`src/design/umdu_pkg.sv`:
```
// ----------------------------------------------------------------------------
// Unsigned multiply / divide unit package
// Shared widths and the control bundle that the sequencer hands to the cells.
// ----------------------------------------------------------------------------
package umdu_pkg;

	// Width of one operand word.
	localparam int WORD_BITS = 32;

	// Width of the step counter.
	localparam int CNT_BITS = $clog2(WORD_BITS);

	// Operation selector codes.
	localparam logic FUNC_MUL = 1'b0;
	localparam logic FUNC_DIV = 1'b1;

	// Control from the sequencer to the cell row and output register.
	typedef struct packed {
		logic load;     // take a new word into the cells
		logic step;     // run one shift-add or shift-subtract step
		logic div;      // operation of the word in flight is a divide
		logic capture;  // copy the cell row into the output register
	} ctrl_t;

endpackage

```
`src/design/unsigned_multiply_divide_unit_core.sv`:
```
// ----------------------------------------------------------------------------
// Unsigned multiply / divide unit
// Full-width unsigned product or quotient and remainder of two words, built
// on a row of bit cells that run one shift-add or restoring step per cycle.
// ----------------------------------------------------------------------------
// Each word is loaded into the cell row at its accepting edge. The cell row
// then runs one step per operand bit, after which the result moves to the
// output register. A new word is accepted in the cycle after the result has
// moved, so the unit takes no new word before the last one has left the
// cell row. If the output register still holds an unread word, the finished
// word waits in the cell row and the input stays stalled until the output is
// read. The bit steps are set by the carry chain through the cells, which
// forms one add or subtract per cycle.
// A multiply returns the low product word in result_low and the high word in
// result_high. A divide returns the quotient in result_low and the remainder
// in result_high; a zero divisor gives a quotient of all ones and the
// dividend as remainder. The output register lets a finished word wait while
// the next one is loaded and computed.
// ----------------------------------------------------------------------------
module unsigned_multiply_divide_unit_core (
	input  logic                            clk,
	input  logic                            arst_n,
	input  logic                            s_tvalid,
	output logic                            s_tready,
	input  logic [2*umdu_pkg::WORD_BITS-1:0] s_tdata,  // operand_a, operand_b
	input  logic                            s_tuser,  // func
	output logic                            m_tvalid,
	input  logic                            m_tready,
	output logic [2*umdu_pkg::WORD_BITS-1:0] m_tdata   // result_low, result_high
);
	import umdu_pkg::*;

	ctrl_t                  ctrl;
	logic [WORD_BITS-1:0]   op_a;
	logic [WORD_BITS-1:0]   op_b;
	logic [WORD_BITS-1:0]   ld_a;
	logic [WORD_BITS-1:0]   ld_m;
	logic [WORD_BITS-1:0]   p;
	logic [WORD_BITS-1:0]   a;
	logic [WORD_BITS-1:0]   pick;
	logic [WORD_BITS-1:0]   pick_up;
	logic [WORD_BITS-1:0]   a_up;
	logic [WORD_BITS-1:0]   a_dn;
	logic [WORD_BITS-1:0]   p_dn;
	logic [WORD_BITS:0]     carry;
	logic                   take;
	logic [2*WORD_BITS-1:0] res_q;

	// Sequencer.
	umdu_ctrl u_ctrl (
		.clk       (clk),
		.arst_n    (arst_n),
		.in_valid  (s_tvalid),
		.in_func   (s_tuser),
		.out_ready (m_tready),
		.in_ready  (s_tready),
		.out_valid (m_tvalid),
		.ctrl      (ctrl)
	);

	// Operand steering: the shift register holds the multiplier or the
	// dividend, the operand register the multiplicand or the divisor.
	always_comb begin
		op_a = s_tdata[WORD_BITS-1:0];
		op_b = s_tdata[2*WORD_BITS-1:WORD_BITS];
		ld_a = (s_tuser == FUNC_DIV) ? op_a : op_b;
		ld_m = (s_tuser == FUNC_DIV) ? op_b : op_a;
	end

	// Step decision: a multiply adds when the multiplier bit is set, a
	// divide keeps the difference when it does not borrow or the shifted
	// remainder overflowed the word.
	assign carry[0] = ctrl.div;
	assign take = ctrl.div ? (p[WORD_BITS-1] | carry[WORD_BITS]) : a[0];

	// Neighbor wiring at the ends of the row.
	always_comb begin
		p_dn[0]              = a[WORD_BITS-1];
		a_dn[0]              = take;
		pick_up[WORD_BITS-1] = take & carry[WORD_BITS];
		a_up[WORD_BITS-1]    = pick[0];
		for (int i = 1; i < WORD_BITS; i++) begin
			p_dn[i]      = p[i-1];
			a_dn[i]      = a[i-1];
			pick_up[i-1] = pick[i];
			a_up[i-1]    = a[i];
		end
	end

	// Row of bit cells.
	for (genvar g = 0; g < WORD_BITS; g++) begin : g_cell
		umdu_cell u_cell (
			.clk     (clk),
			.arst_n  (arst_n),
			.ctrl    (ctrl),
			.take    (take),
			.ld_a    (ld_a[g]),
			.ld_m    (ld_m[g]),
			.c_i     (carry[g]),
			.p_dn    (p_dn[g]),
			.pick_up (pick_up[g]),
			.a_up    (a_up[g]),
			.a_dn    (a_dn[g]),
			.p       (p[g]),
			.a       (a[g]),
			.pick    (pick[g]),
			.c_o     (carry[g+1])
		);
	end

	// Output register: low word from the shift register, high word from
	// the accumulator.
	always_ff @(posedge clk) begin
		if (ctrl.capture) begin
			res_q <= {p, a};
		end
	end

	assign m_tdata = res_q;

	// A word never enters while the previous one is still in the cell row.
	a_no_back_to_back: assert property (@(posedge clk) disable iff (!arst_n)
		(s_tvalid && s_tready) |=> !s_tready)
		else $error("input accepted while cell row busy");

	// Loading happens exactly on an input handshake.
	a_load_on_accept: assert property (@(posedge clk) disable iff (!arst_n)
		ctrl.load == (s_tvalid && s_tready))
		else $error("cell load does not match input handshake");

	// A pending result is never overwritten.
	a_no_overwrite: assert property (@(posedge clk) disable iff (!arst_n)
		ctrl.capture |-> (!m_tvalid || m_tready))
		else $error("output register overwritten");

	// Steps never coincide with a load or a capture.
	a_step_load_excl: assert property (@(posedge clk) disable iff (!arst_n)
		!(ctrl.step && (ctrl.load || ctrl.capture)))
		else $error("step overlaps load or capture");

endmodule

```
`src/design/umdu_cell.sv`:
```
// ----------------------------------------------------------------------------
// Unsigned multiply / divide bit cell
// One bit slice of the datapath: holds one bit each of the accumulator or
// partial remainder, the multiplier or quotient, and the multiplicand or
// divisor. Adds or subtracts in a ripple chain with its neighbors.
// ----------------------------------------------------------------------------
module umdu_cell (
	input  logic           clk,
	input  logic           arst_n,
	input  umdu_pkg::ctrl_t ctrl,
	input  logic           take,     // keep the sum in this step
	input  logic           ld_a,     // load value of the shift bit
	input  logic           ld_m,     // load value of the operand bit
	input  logic           c_i,      // carry from the cell below
	input  logic           p_dn,     // accumulator bit of the cell below
	input  logic           pick_up,  // selected bit of the cell above
	input  logic           a_up,     // shift bit of the cell above
	input  logic           a_dn,     // shift bit of the cell below
	output logic           p,
	output logic           a,
	output logic           pick,
	output logic           c_o
);
	import umdu_pkg::*;

	logic p_q;
	logic a_q;
	logic m_q;
	logic x;
	logic y;
	logic s;

	// A divide works on the remainder shifted up by one and subtracts the
	// divisor; a multiply adds the multiplicand to the accumulator in place.
	always_comb begin
		x    = ctrl.div ? p_dn : p_q;
		y    = ctrl.div ? ~m_q : m_q;
		s    = x ^ y ^ c_i;
		c_o  = (x & y) | (c_i & (x ^ y));
		pick = take ? s : x;
	end

	// Accumulator and shift bit: a multiply shifts the pair down, a divide
	// shifts it up.
	always_ff @(posedge clk or negedge arst_n) begin
		if (!arst_n) begin
			p_q <= 1'b0;
			a_q <= 1'b0;
		end else if (ctrl.load) begin
			p_q <= 1'b0;
			a_q <= ld_a;
		end else if (ctrl.step) begin
			p_q <= ctrl.div ? pick : pick_up;
			a_q <= ctrl.div ? a_dn : a_up;
		end
	end

	// Operand bit, held for the whole operation.
	always_ff @(posedge clk) begin
		if (ctrl.load) begin
			m_q <= ld_m;
		end
	end

	assign p = p_q;
	assign a = a_q;

endmodule

```
`src/design/umdu_ctrl.sv`:
```
// ----------------------------------------------------------------------------
// Unsigned multiply / divide sequencer
// Takes input words, counts the bit steps of the cell row, and hands the
// finished word to the output register.
// ----------------------------------------------------------------------------
module umdu_ctrl (
	input  logic            clk,
	input  logic            arst_n,
	input  logic            in_valid,
	input  logic            in_func,
	input  logic            out_ready,
	output logic            in_ready,
	output logic            out_valid,
	output umdu_pkg::ctrl_t ctrl
);
	import umdu_pkg::*;

	typedef enum logic [1:0] {
		ST_IDLE,
		ST_RUN,
		ST_DONE
	} state_t;

	state_t              state_q;
	logic [CNT_BITS-1:0] cnt_q;
	logic                div_q;
	logic                out_valid_q;
	logic                out_free;

	// The output register is free when empty or being emptied now.
	assign out_free = !out_valid_q || out_ready;

	// Control decode from the current state.
	always_comb begin
		ctrl.load    = (state_q == ST_IDLE) && in_valid;
		ctrl.step    = (state_q == ST_RUN);
		ctrl.div     = div_q;
		ctrl.capture = (state_q == ST_DONE) && out_free;
	end

	assign in_ready  = (state_q == ST_IDLE);
	assign out_valid = out_valid_q;

	// State, step counter, operation and output valid.
	always_ff @(posedge clk or negedge arst_n) begin
		if (!arst_n) begin
			state_q     <= ST_IDLE;
			cnt_q       <= '0;
			div_q       <= FUNC_MUL;
			out_valid_q <= 1'b0;
		end else begin
			if (out_valid_q && out_ready) begin
				out_valid_q <= 1'b0;
			end
			unique case (state_q)
				ST_IDLE: begin
					if (in_valid) begin
						state_q <= ST_RUN;
						cnt_q   <= '0;
						div_q   <= in_func;
					end
				end
				ST_RUN: begin
					cnt_q <= cnt_q + 1'b1;
					if (cnt_q == CNT_BITS'(WORD_BITS - 1)) begin
						state_q <= ST_DONE;
					end
				end
				ST_DONE: begin
					if (out_free) begin
						out_valid_q <= 1'b1;
						state_q     <= ST_IDLE;
					end
				end
				default: begin
					state_q <= ST_IDLE;
				end
			endcase
		end
	end

endmodule

```
`config.mk`:
```
export PLATFORM = sky130hd
export DESIGN_NAME = unsigned_multiply_divide_unit_core
export DESIGN_NICKNAME = d
export VERILOG_FILES = /design/src/design/umdu_pkg.sv /design/src/design/unsigned_multiply_divide_unit_core.sv /design/src/design/umdu_cell.sv /design/src/design/umdu_ctrl.sv
export SDC_FILE = /design/constraint.sdc
export NUM_CORES = 1
export LEC_CHECK = 0
export BUFFER_PORTS_ARGS = -buffer_cell sky130_fd_sc_hd__buf_2
export CORE_ASPECT_RATIO = 2
export CORE_MARGIN = 5
export CORE_UTILIZATION = 45
export DETAILED_ROUTE_END_ITERATION = 6
export PLACE_DENSITY = 0.65
export SLEW_MARGIN = 20
export SYNTH_ARGS = -nofsm -noshare
export SYNTH_HDL_FRONTEND = slang
export SYNTH_SLANG_ARGS = --single-unit
```
`constraint.sdc`:
```
create_clock -name clk -period 17.4 [get_ports clk]
set_input_delay 3.48 -clock clk [delete_from_list [all_inputs] [get_ports clk]]
set_output_delay 3.48 -clock clk [all_outputs]
set_load 0.005 [all_outputs]
```
==> impl_results.md, run 1 <==
- Htree depth: 4
- Post-Syn Instances: 719
- NetSw: 0.893 mW
- Final wirelength: 20,600 um
- Die ar.: 23,600 um2
- WP data arrival: 14.75 ns
- Initial Util: 0.453
- Layout cell share with drive strength beyond 1: 0.276
- Fin crit share: 0.830
- Total GRT Usage: 0.179
- Syn_nets: 821
- Worst relative slew slack: 0.381
- Initial DRC count: 271
- Placed Cells incl. Taps: 1,065
- Startpoint types: flop
- Number of global-route vias before repair: 6,430
- Post-Place Cell Area: 9950 um2
- Crit path max fanout: 59
- Fmax: 69.2 MHz
- Site Rows: 74
- I/O Buffers: 134
- Yosys top cell by area: edfxtp_1
- RSZ-0062 raised after global routing: false
- HPWL Detailed: 13,600 um
- Seq/Total Area, Yosys: 0.512
- Tmin final: 14.45 ns
- Initial antenna violation count: 2
- Vias post-DR: 6,217
- Hold Path Depth: 1
- Post-CTS sizing: 0
- Slew of the pin with the lowest slew margin: 0.928 ns
- Endpoints failing setup: 0
- Flop2flop setup slack: 2.95 ns
- Top cells by area, synth: edfxtp_1, dfrtp_1, mux2i_1
- Max Cap Viol: 0
- Synthesized area: 9190 um2
- TritonCTS clock tree: built
- Slew Viols, Final: 0
- Clock Latency Late Sink: 0.45 ns
- Yosys cell types: 42
- Finished Core Util: 0.522
- Fin area: 10,600 um2
- 1st-pass router iterations: 5
- Largest stage delay on the critical path: 0.85 ns
- Class of the worst hold path: flop to flop
- FFs w/ async S/R, synth: 0.432
- YS warnings: 0
- Synthesized flop and latch total: 169
- Seq pwr share: 0.309
- Die height: 212 um
- Worst R2R Start: u_ctrl.div_q$_DFFE_PN0P_
- Clock transition at path regs: 0.07 ns
- Ys flop type: edfxtp_1
- First-pass GRT wire length: 33,500 um
- Cell Pwr Density: 212 nW/um2
- Yosys top cell area share: 0.314
- Final cell count without fillers: 1,099
- Worst path slowest cell: dfrtp_4
- Drt drc: 0
- CTS sink cnt: 169
- Postcts setup bufs: 0
- Commonest non-fill, non-tap cell in the layout: buf_2
- Hold EP: u_ctrl.cnt_q[3]$_DFFE_PN0P_
- CP startpoint: u_ctrl.div_q$_DFFE_PN0P_
- Nets: 920
- Leakage power: 4.28 nW
- Critical path endpoint category: flop
- RR Endpoint: g_cell[3].u_cell.p$_DFFE_PN0P_
- Ports: 135
- Net Sw Frac: 0.398
- CTS max path bufs: 2
- Clock power share: 0.184
- Critical Path RT: 17.70 ns
- Setup WS pre-CTS: 2.95 ns
- Power share of the combinational group: 0.508
- Area growth syn-to-layout: 15.2%
- Final GP Congestion: 0.825
- Fin worst setup slack: 2.95 ns
- Critical path type: flop to flop
- Commonest non-fill, non-tap cells in the layout: buf_2, edfxtp_1, mux2i_1
- Chip width: 111 um
- Congestion Overflow GR: 0
- Hold Vio Cnt, Final: 0
- CTS buffer count: 17
- Total power: 2.24 mW
- Run status: finished clean
- Setup_tns: 0 ns
- Most frequent CP cell: fa_1
- Core area: 20,300 um2
- Largest net degree at the start of global routing: 74
- Worst hold margin: 0.501 ns
- Vias/cell: 5.66
- Antenna-violating nets left: 0
- R2R depth: 38
- Mapped Avg Cell Area: 12.8 um2
- Internal: 1.35 mW
- Hold Startpoint: u_ctrl.cnt_q[3]$_DFFE_PN0P_
- Clk_skew: 0.0103 ns
- Post-synth EDFFs: 96
- CTS Hold Buffers Added: 0
- Wirelength per Cell: 18.7 um
- VDD IR-drop max: 0.0000881 V
- CTS Root Cell: clkbuf_16
how the worst max path moves through the flow:
stage,endpoint,slack [ns]
5_1_grt,g_cell[3].u_cell.p$_DFFE_PN0P_,2.48
6_report,g_cell[3].u_cell.p$_DFFE_PN0P_,2.95
3_5_place_dp,g_cell[3].u_cell.p$_DFFE_PN0P_,2.95
3_3_place_gp,g_cell[3].u_cell.p$_DFFE_PN0P_,3.05
4_1_cts,g_cell[3].u_cell.p$_DFFE_PN0P_,2.92
2_1_floorplan,g_cell[1].u_cell.p$_DFFE_PN0P_,4.09
state kept, by name (all words and copies together), names as in the netlist:
signal             cells
u_ctrl.state_q         2
g_cell.u_cell.m_q     32
m_tdata               64
u_ctrl.div_q           1
g_cell.u_cell.a       32
u_ctrl.out_valid       1
g_cell.u_cell.p       32
u_ctrl.cnt_q           5
cell usage after synthesis (3+ instances only):
cell and instances:
a211o_1 26, a21oi_1 35, a22o_1 3, a22oi_1 30, a31oi_1 27, buf_2 33, buf_4 14, clkbuf_1 14
dfrtp_1 73, edfxtp_1 96, fa_1 31, inv_1 4, mux2_2 42, mux2i_1 94, nand2_1 34, nand2b_1 3
nand3_1 3, nor2_1 34, nor2b_1 3, o211ai_1 26, o21ai_0 10, o22a_1 30, xnor2_1 29, xor2_1 4
layer usage:
layer,GRT usage,routed length [um],part of all wire
met1,0.210,8210,0.40
met2,0.314,10900,0.53
met3,0.0436,939,0.046
met4,0.0764,556,0.027
met5,0,0,0
critical path: cells and delay by family (launching register included):
| family | cells | cell delay, ns |
|---|---|---|
| AO/OA/AOI/OAI | 4 | 0.52 |
| adder cells (fa/ha/maj) | 31 | 11.92 |
| buffers and inverters | 1 | 0.05 |
| flip-flops | 1 | 0.85 |
| multiplexers | 1 | 0.40 |
| AND/OR/NAND/NOR | 1 | 0.50 |
power groups by stage:
| stage | Clock [mW] | Sequential (mW) | Combinational [mW] |
|---|---|---|---|
| finish | 0.413 | 0.692 | 1.14 |
| global route | 0.438 | 0.711 | 1.30 |
| CTS | 0.422 | 0.694 | 1.15 |
| detailed placement | 0 | 0.702 | 1.15 |
| global placement | 0 | 0.699 | 1.12 |
| floorplan | 0 | 0.630 | 1.00 |
logic make-up (layout without fill, tap and decap cells):
logic type,Yosys count,after routing,synth area share
AOI/OAI and AO/OA,195,195,0.153
DFF,169,169,0.512
muxes,136,136,0.154
and+or+nand+nor,85,85,0.0396
buffers and inverters,68,180,0.0398
adders and majority gates,33,33,0.0703
xor gates and xnor gates,33,33,0.0314
other,0,2,0
layout make-up:
cell class                 instances  area [um2]
fill                            1791        9690
sequential                       169        4710
multi-input combinational        482        4140
timing repair buffer             144         752
clock buffer                      17         425
tap                              266         333
clock inverter                    15         209
inverter                           4        15.0
antenna                            2        5.00
Power figures use the tool's default switching activity.
==> inputs of run 2 (changes only) <==
==> constraint.sdc (replaced) <==
create_clock -name clk -period 14.1 [get_ports clk]
set_input_delay 2.82 -clock clk [delete_from_list [all_inputs] [get_ports clk]]
set_output_delay 2.82 -clock clk [all_outputs]
set_load 0.005 [all_outputs]
==> impl_results.md, run 2 (same netlist as run 1, synthesis figures left out) <==
- Ports: 135 (unchanged)
- Commonest non-fill, non-tap cell in the layout: buf_2
- Seq pwr share: 0.300 (-0.009)
- HPWL Detailed: 14,100 um (+3.6%)
- Initial Util: 0.453 (unchanged)
- Power share of the combinational group: 0.529 (+0.021)
- Net Sw Frac: 0.396 (-0.00272)
- 1st-pass router iterations: 5 (unchanged)
- Layout cell share with drive strength beyond 1: 0.288 (+0.0127)
- Startpoint types: flop
- Congestion Overflow GR: 0 (unchanged)
- Slew Viols, Final: 0 (unchanged)
- Total GRT Usage: 0.180 (+0.000857)
- Site Rows: 74 (unchanged)
- Vias/cell: 5.61 (-0.87%)
- CTS Root Cell: clkbuf_16
- Tmin final: 13.61 ns (-0.841 ns)
- R2R depth: 38 (unchanged)
- Area growth syn-to-layout: 16.7%
- Endpoints failing setup: 0 (unchanged)
- TritonCTS clock tree: built
- Die ar.: 23,600 um2 (unchanged)
- Fmax: 73.5 MHz (+6.2%)
- Clock power share: 0.171 (-0.013)
- Critical path type: flop to flop
- CTS buffer count: 17 (unchanged)
- Critical path endpoint category: flop
- Clock transition at path regs: 0.06 ns (about the same)
- Slew of the pin with the lowest slew margin: 0.917 ns (-0.0110 ns)
- WP data arrival: 13.93 ns (-0.82 ns)
- Filler Cell Count: 1,792 (+0.056%)
- Die height: 212 um (unchanged)
- Worst path slowest cell: dfrtp_4
- Htree depth: 4 (unchanged)
- CTS max path bufs: 2 (unchanged)
- I/O Buffers: 134 (unchanged)
- Hold Startpoint: u_ctrl.cnt_q[3]$_DFFE_PN0P_
- Most frequent CP cell: fa_1
- Number of global-route vias before repair: 6,273 (-2.4%)
- RR Endpoint: g_cell[2].u_cell.p$_DFFE_PN0P_
- Hold EP: u_ctrl.cnt_q[3]$_DFFE_PN0P_
- Flop2flop setup slack: 0.49 ns (-2.46 ns)
- Chip width: 111 um (unchanged)
- Largest stage delay on the critical path: 0.52 ns (-0.33 ns)
- Worst R2R Start: u_ctrl.div_q$_DFFE_PN0P_
- Hold Vio Cnt, Final: 0 (unchanged)
- Crit path max fanout: 7 (-88%)
- NetSw: 1.13 mW (+26%)
- Antenna-violating nets left: 0 (unchanged)
- Wirelength per Cell: 19.3 um (+3.2%)
- Max Cap Viol: 0 (unchanged)
- Internal: 1.72 mW (+28%)
- Clk_skew: 0.00860 ns (-0.00168 ns)
- Drt drc: 0 (unchanged)
- Initial antenna violation count: 2 (unchanged)
- Total power: 2.85 mW (+27%)
- Worst relative slew slack: 0.388 (+0.00733)
- Final GP Congestion: 0.855 (+3.7%)
- Class of the worst hold path: flop to flop
- Nets: 932 (+1.3%)
- Critical Path RT: 14.42 ns (-3.28 ns)
- Run status: finished clean
- Setup_tns: 0 ns (unchanged)
- CTS sink cnt: 169 (unchanged)
- Cell Pwr Density: 266 nW/um2 (+25%)
- Vias post-DR: 6,230 (+0.21%)
- Max reg flops: 64 (unchanged)
- Core area: 20,300 um2 (unchanged)
- First-pass GRT wire length: 33,300 um (-0.39%)
- Worst hold margin: 0.486 ns (-0.0145 ns)
- Initial DRC count: 247 (-8.9%)
- Final wirelength: 21,500 um (+4.4%)
- Hold Path Depth: 1 (unchanged)
- Fin crit share: 0.965 (+0.135)
- RSZ-0062 raised after global routing: false
- Leakage power: 4.34 nW (+1.5%)
- Clock Latency Late Sink: 0.44 ns (about the same)
- Commonest non-fill, non-tap cells in the layout: buf_2, edfxtp_1, mux2i_1
- Largest net degree at the start of global routing: 74 (unchanged)
- VDD IR-drop max: 0.000106 V (+21%)
[run 2: cell types whose count changed in the layout (fill, tap and decap cells not counted), moves of 2 or more]
cell	before	now
inv_6	7	1
buf_12	0	3
clkinv_4	0	3
clkbuf_8	0	3
fa_1	31	29
buf_4	10	18
fa_2	0	2
[run 2: how the worst max path moves through the flow]
stage	from	end	slack, ns	cells past startpoint
6_report	u_ctrl.div_q$_DFFE_PN0P_	g_cell[2].u_cell.p$_DFFE_PN0P_	0.49	38
5_1_grt	u_ctrl.div_q$_DFFE_PN0P_	g_cell[3].u_cell.p$_DFFE_PN0P_	0.0005	37
4_1_cts	u_ctrl.div_q$_DFFE_PN0P_	g_cell[25].u_cell.p$_DFFE_PN0P_	0.24	39
3_5_place_dp	u_ctrl.div_q$_DFFE_PN0P_	g_cell[6].u_cell.p$_DFFE_PN0P_	0.35	39
3_3_place_gp	u_ctrl.div_q$_DFFE_PN0P_	g_cell[3].u_cell.p$_DFFE_PN0P_	0.42	37
2_1_floorplan	u_ctrl.div_q$_DFFE_PN0P_	g_cell[1].u_cell.p$_DFFE_PN0P_	0.79	41
[run 2: final cells by class]
class                   count  area, um2  area share
inverters                   4       15.0     0.00140
multi-input cells         482       4150       0.386
well taps                 266        333      0.0310
clock inverters            11        145      0.0135
clock buffers              21        470      0.0438
diodes                      2       5.00    0.000466
flip-flops and latches    169       4720       0.440
repair buffers            156        897      0.0836
[run 2: stage by stage]
step           cell area, um2  cells  setup slack [ns]   util
2_1_floorplan            9190    719             0.787      -
3_3_place_gp             9980   1068             0.415  0.492
3_5_place_dp             9980   1068             0.347  0.492
4_1_cts                 10600   1100             0.237  0.522
5_1_grt                 10700   1111          0.000536  0.529
6_report                10700   1111             0.494  0.529
[run 2: critical path, delay by kind of cell, from the launching register on]
family          cells  cell delay [ns]
compound gates      2             0.30
fa+ha+maj          31            11.89
flops               1             0.52
mux                 2             0.45
simple gates        1             0.15
buf+inv             2             0.19
[run 2: routing by layer]
metal | track usage | part of all wire | up-vias
met3 | 0.0353 | 0.045 | 33
met4 | 0.0764 | 0.028 | 0
met1 | 0.216 | 0.39 | 3063
met2 | 0.316 | 0.54 | 192
li1 | - | - | 2942
met5 | 0 | 0 | -
[run 2: timing repair]
| item | 4_1_cts | 5_1_grt |
|---|---|---|
| hold buffers | 0 | 0 |
| buffers inserted | 0 | 7 |
| endpoints found under the setup margin | 0 | 30 |
| gates resized for setup | 0 | 4 |
[run 2: power groups by stage]
| stage | Clock [mW] | Sequential, mW | Combinational (mW) |
|---|---|---|---|
| finish | 0.487 | 0.856 | 1.51 |
| global route | 0.520 | 0.877 | 1.72 |
| CTS | 0.501 | 0.864 | 1.44 |
| detailed placement | 0 | 0.873 | 1.44 |
| global placement | 0 | 0.870 | 1.40 |
| floorplan | 0 | 0.778 | 1.24 |
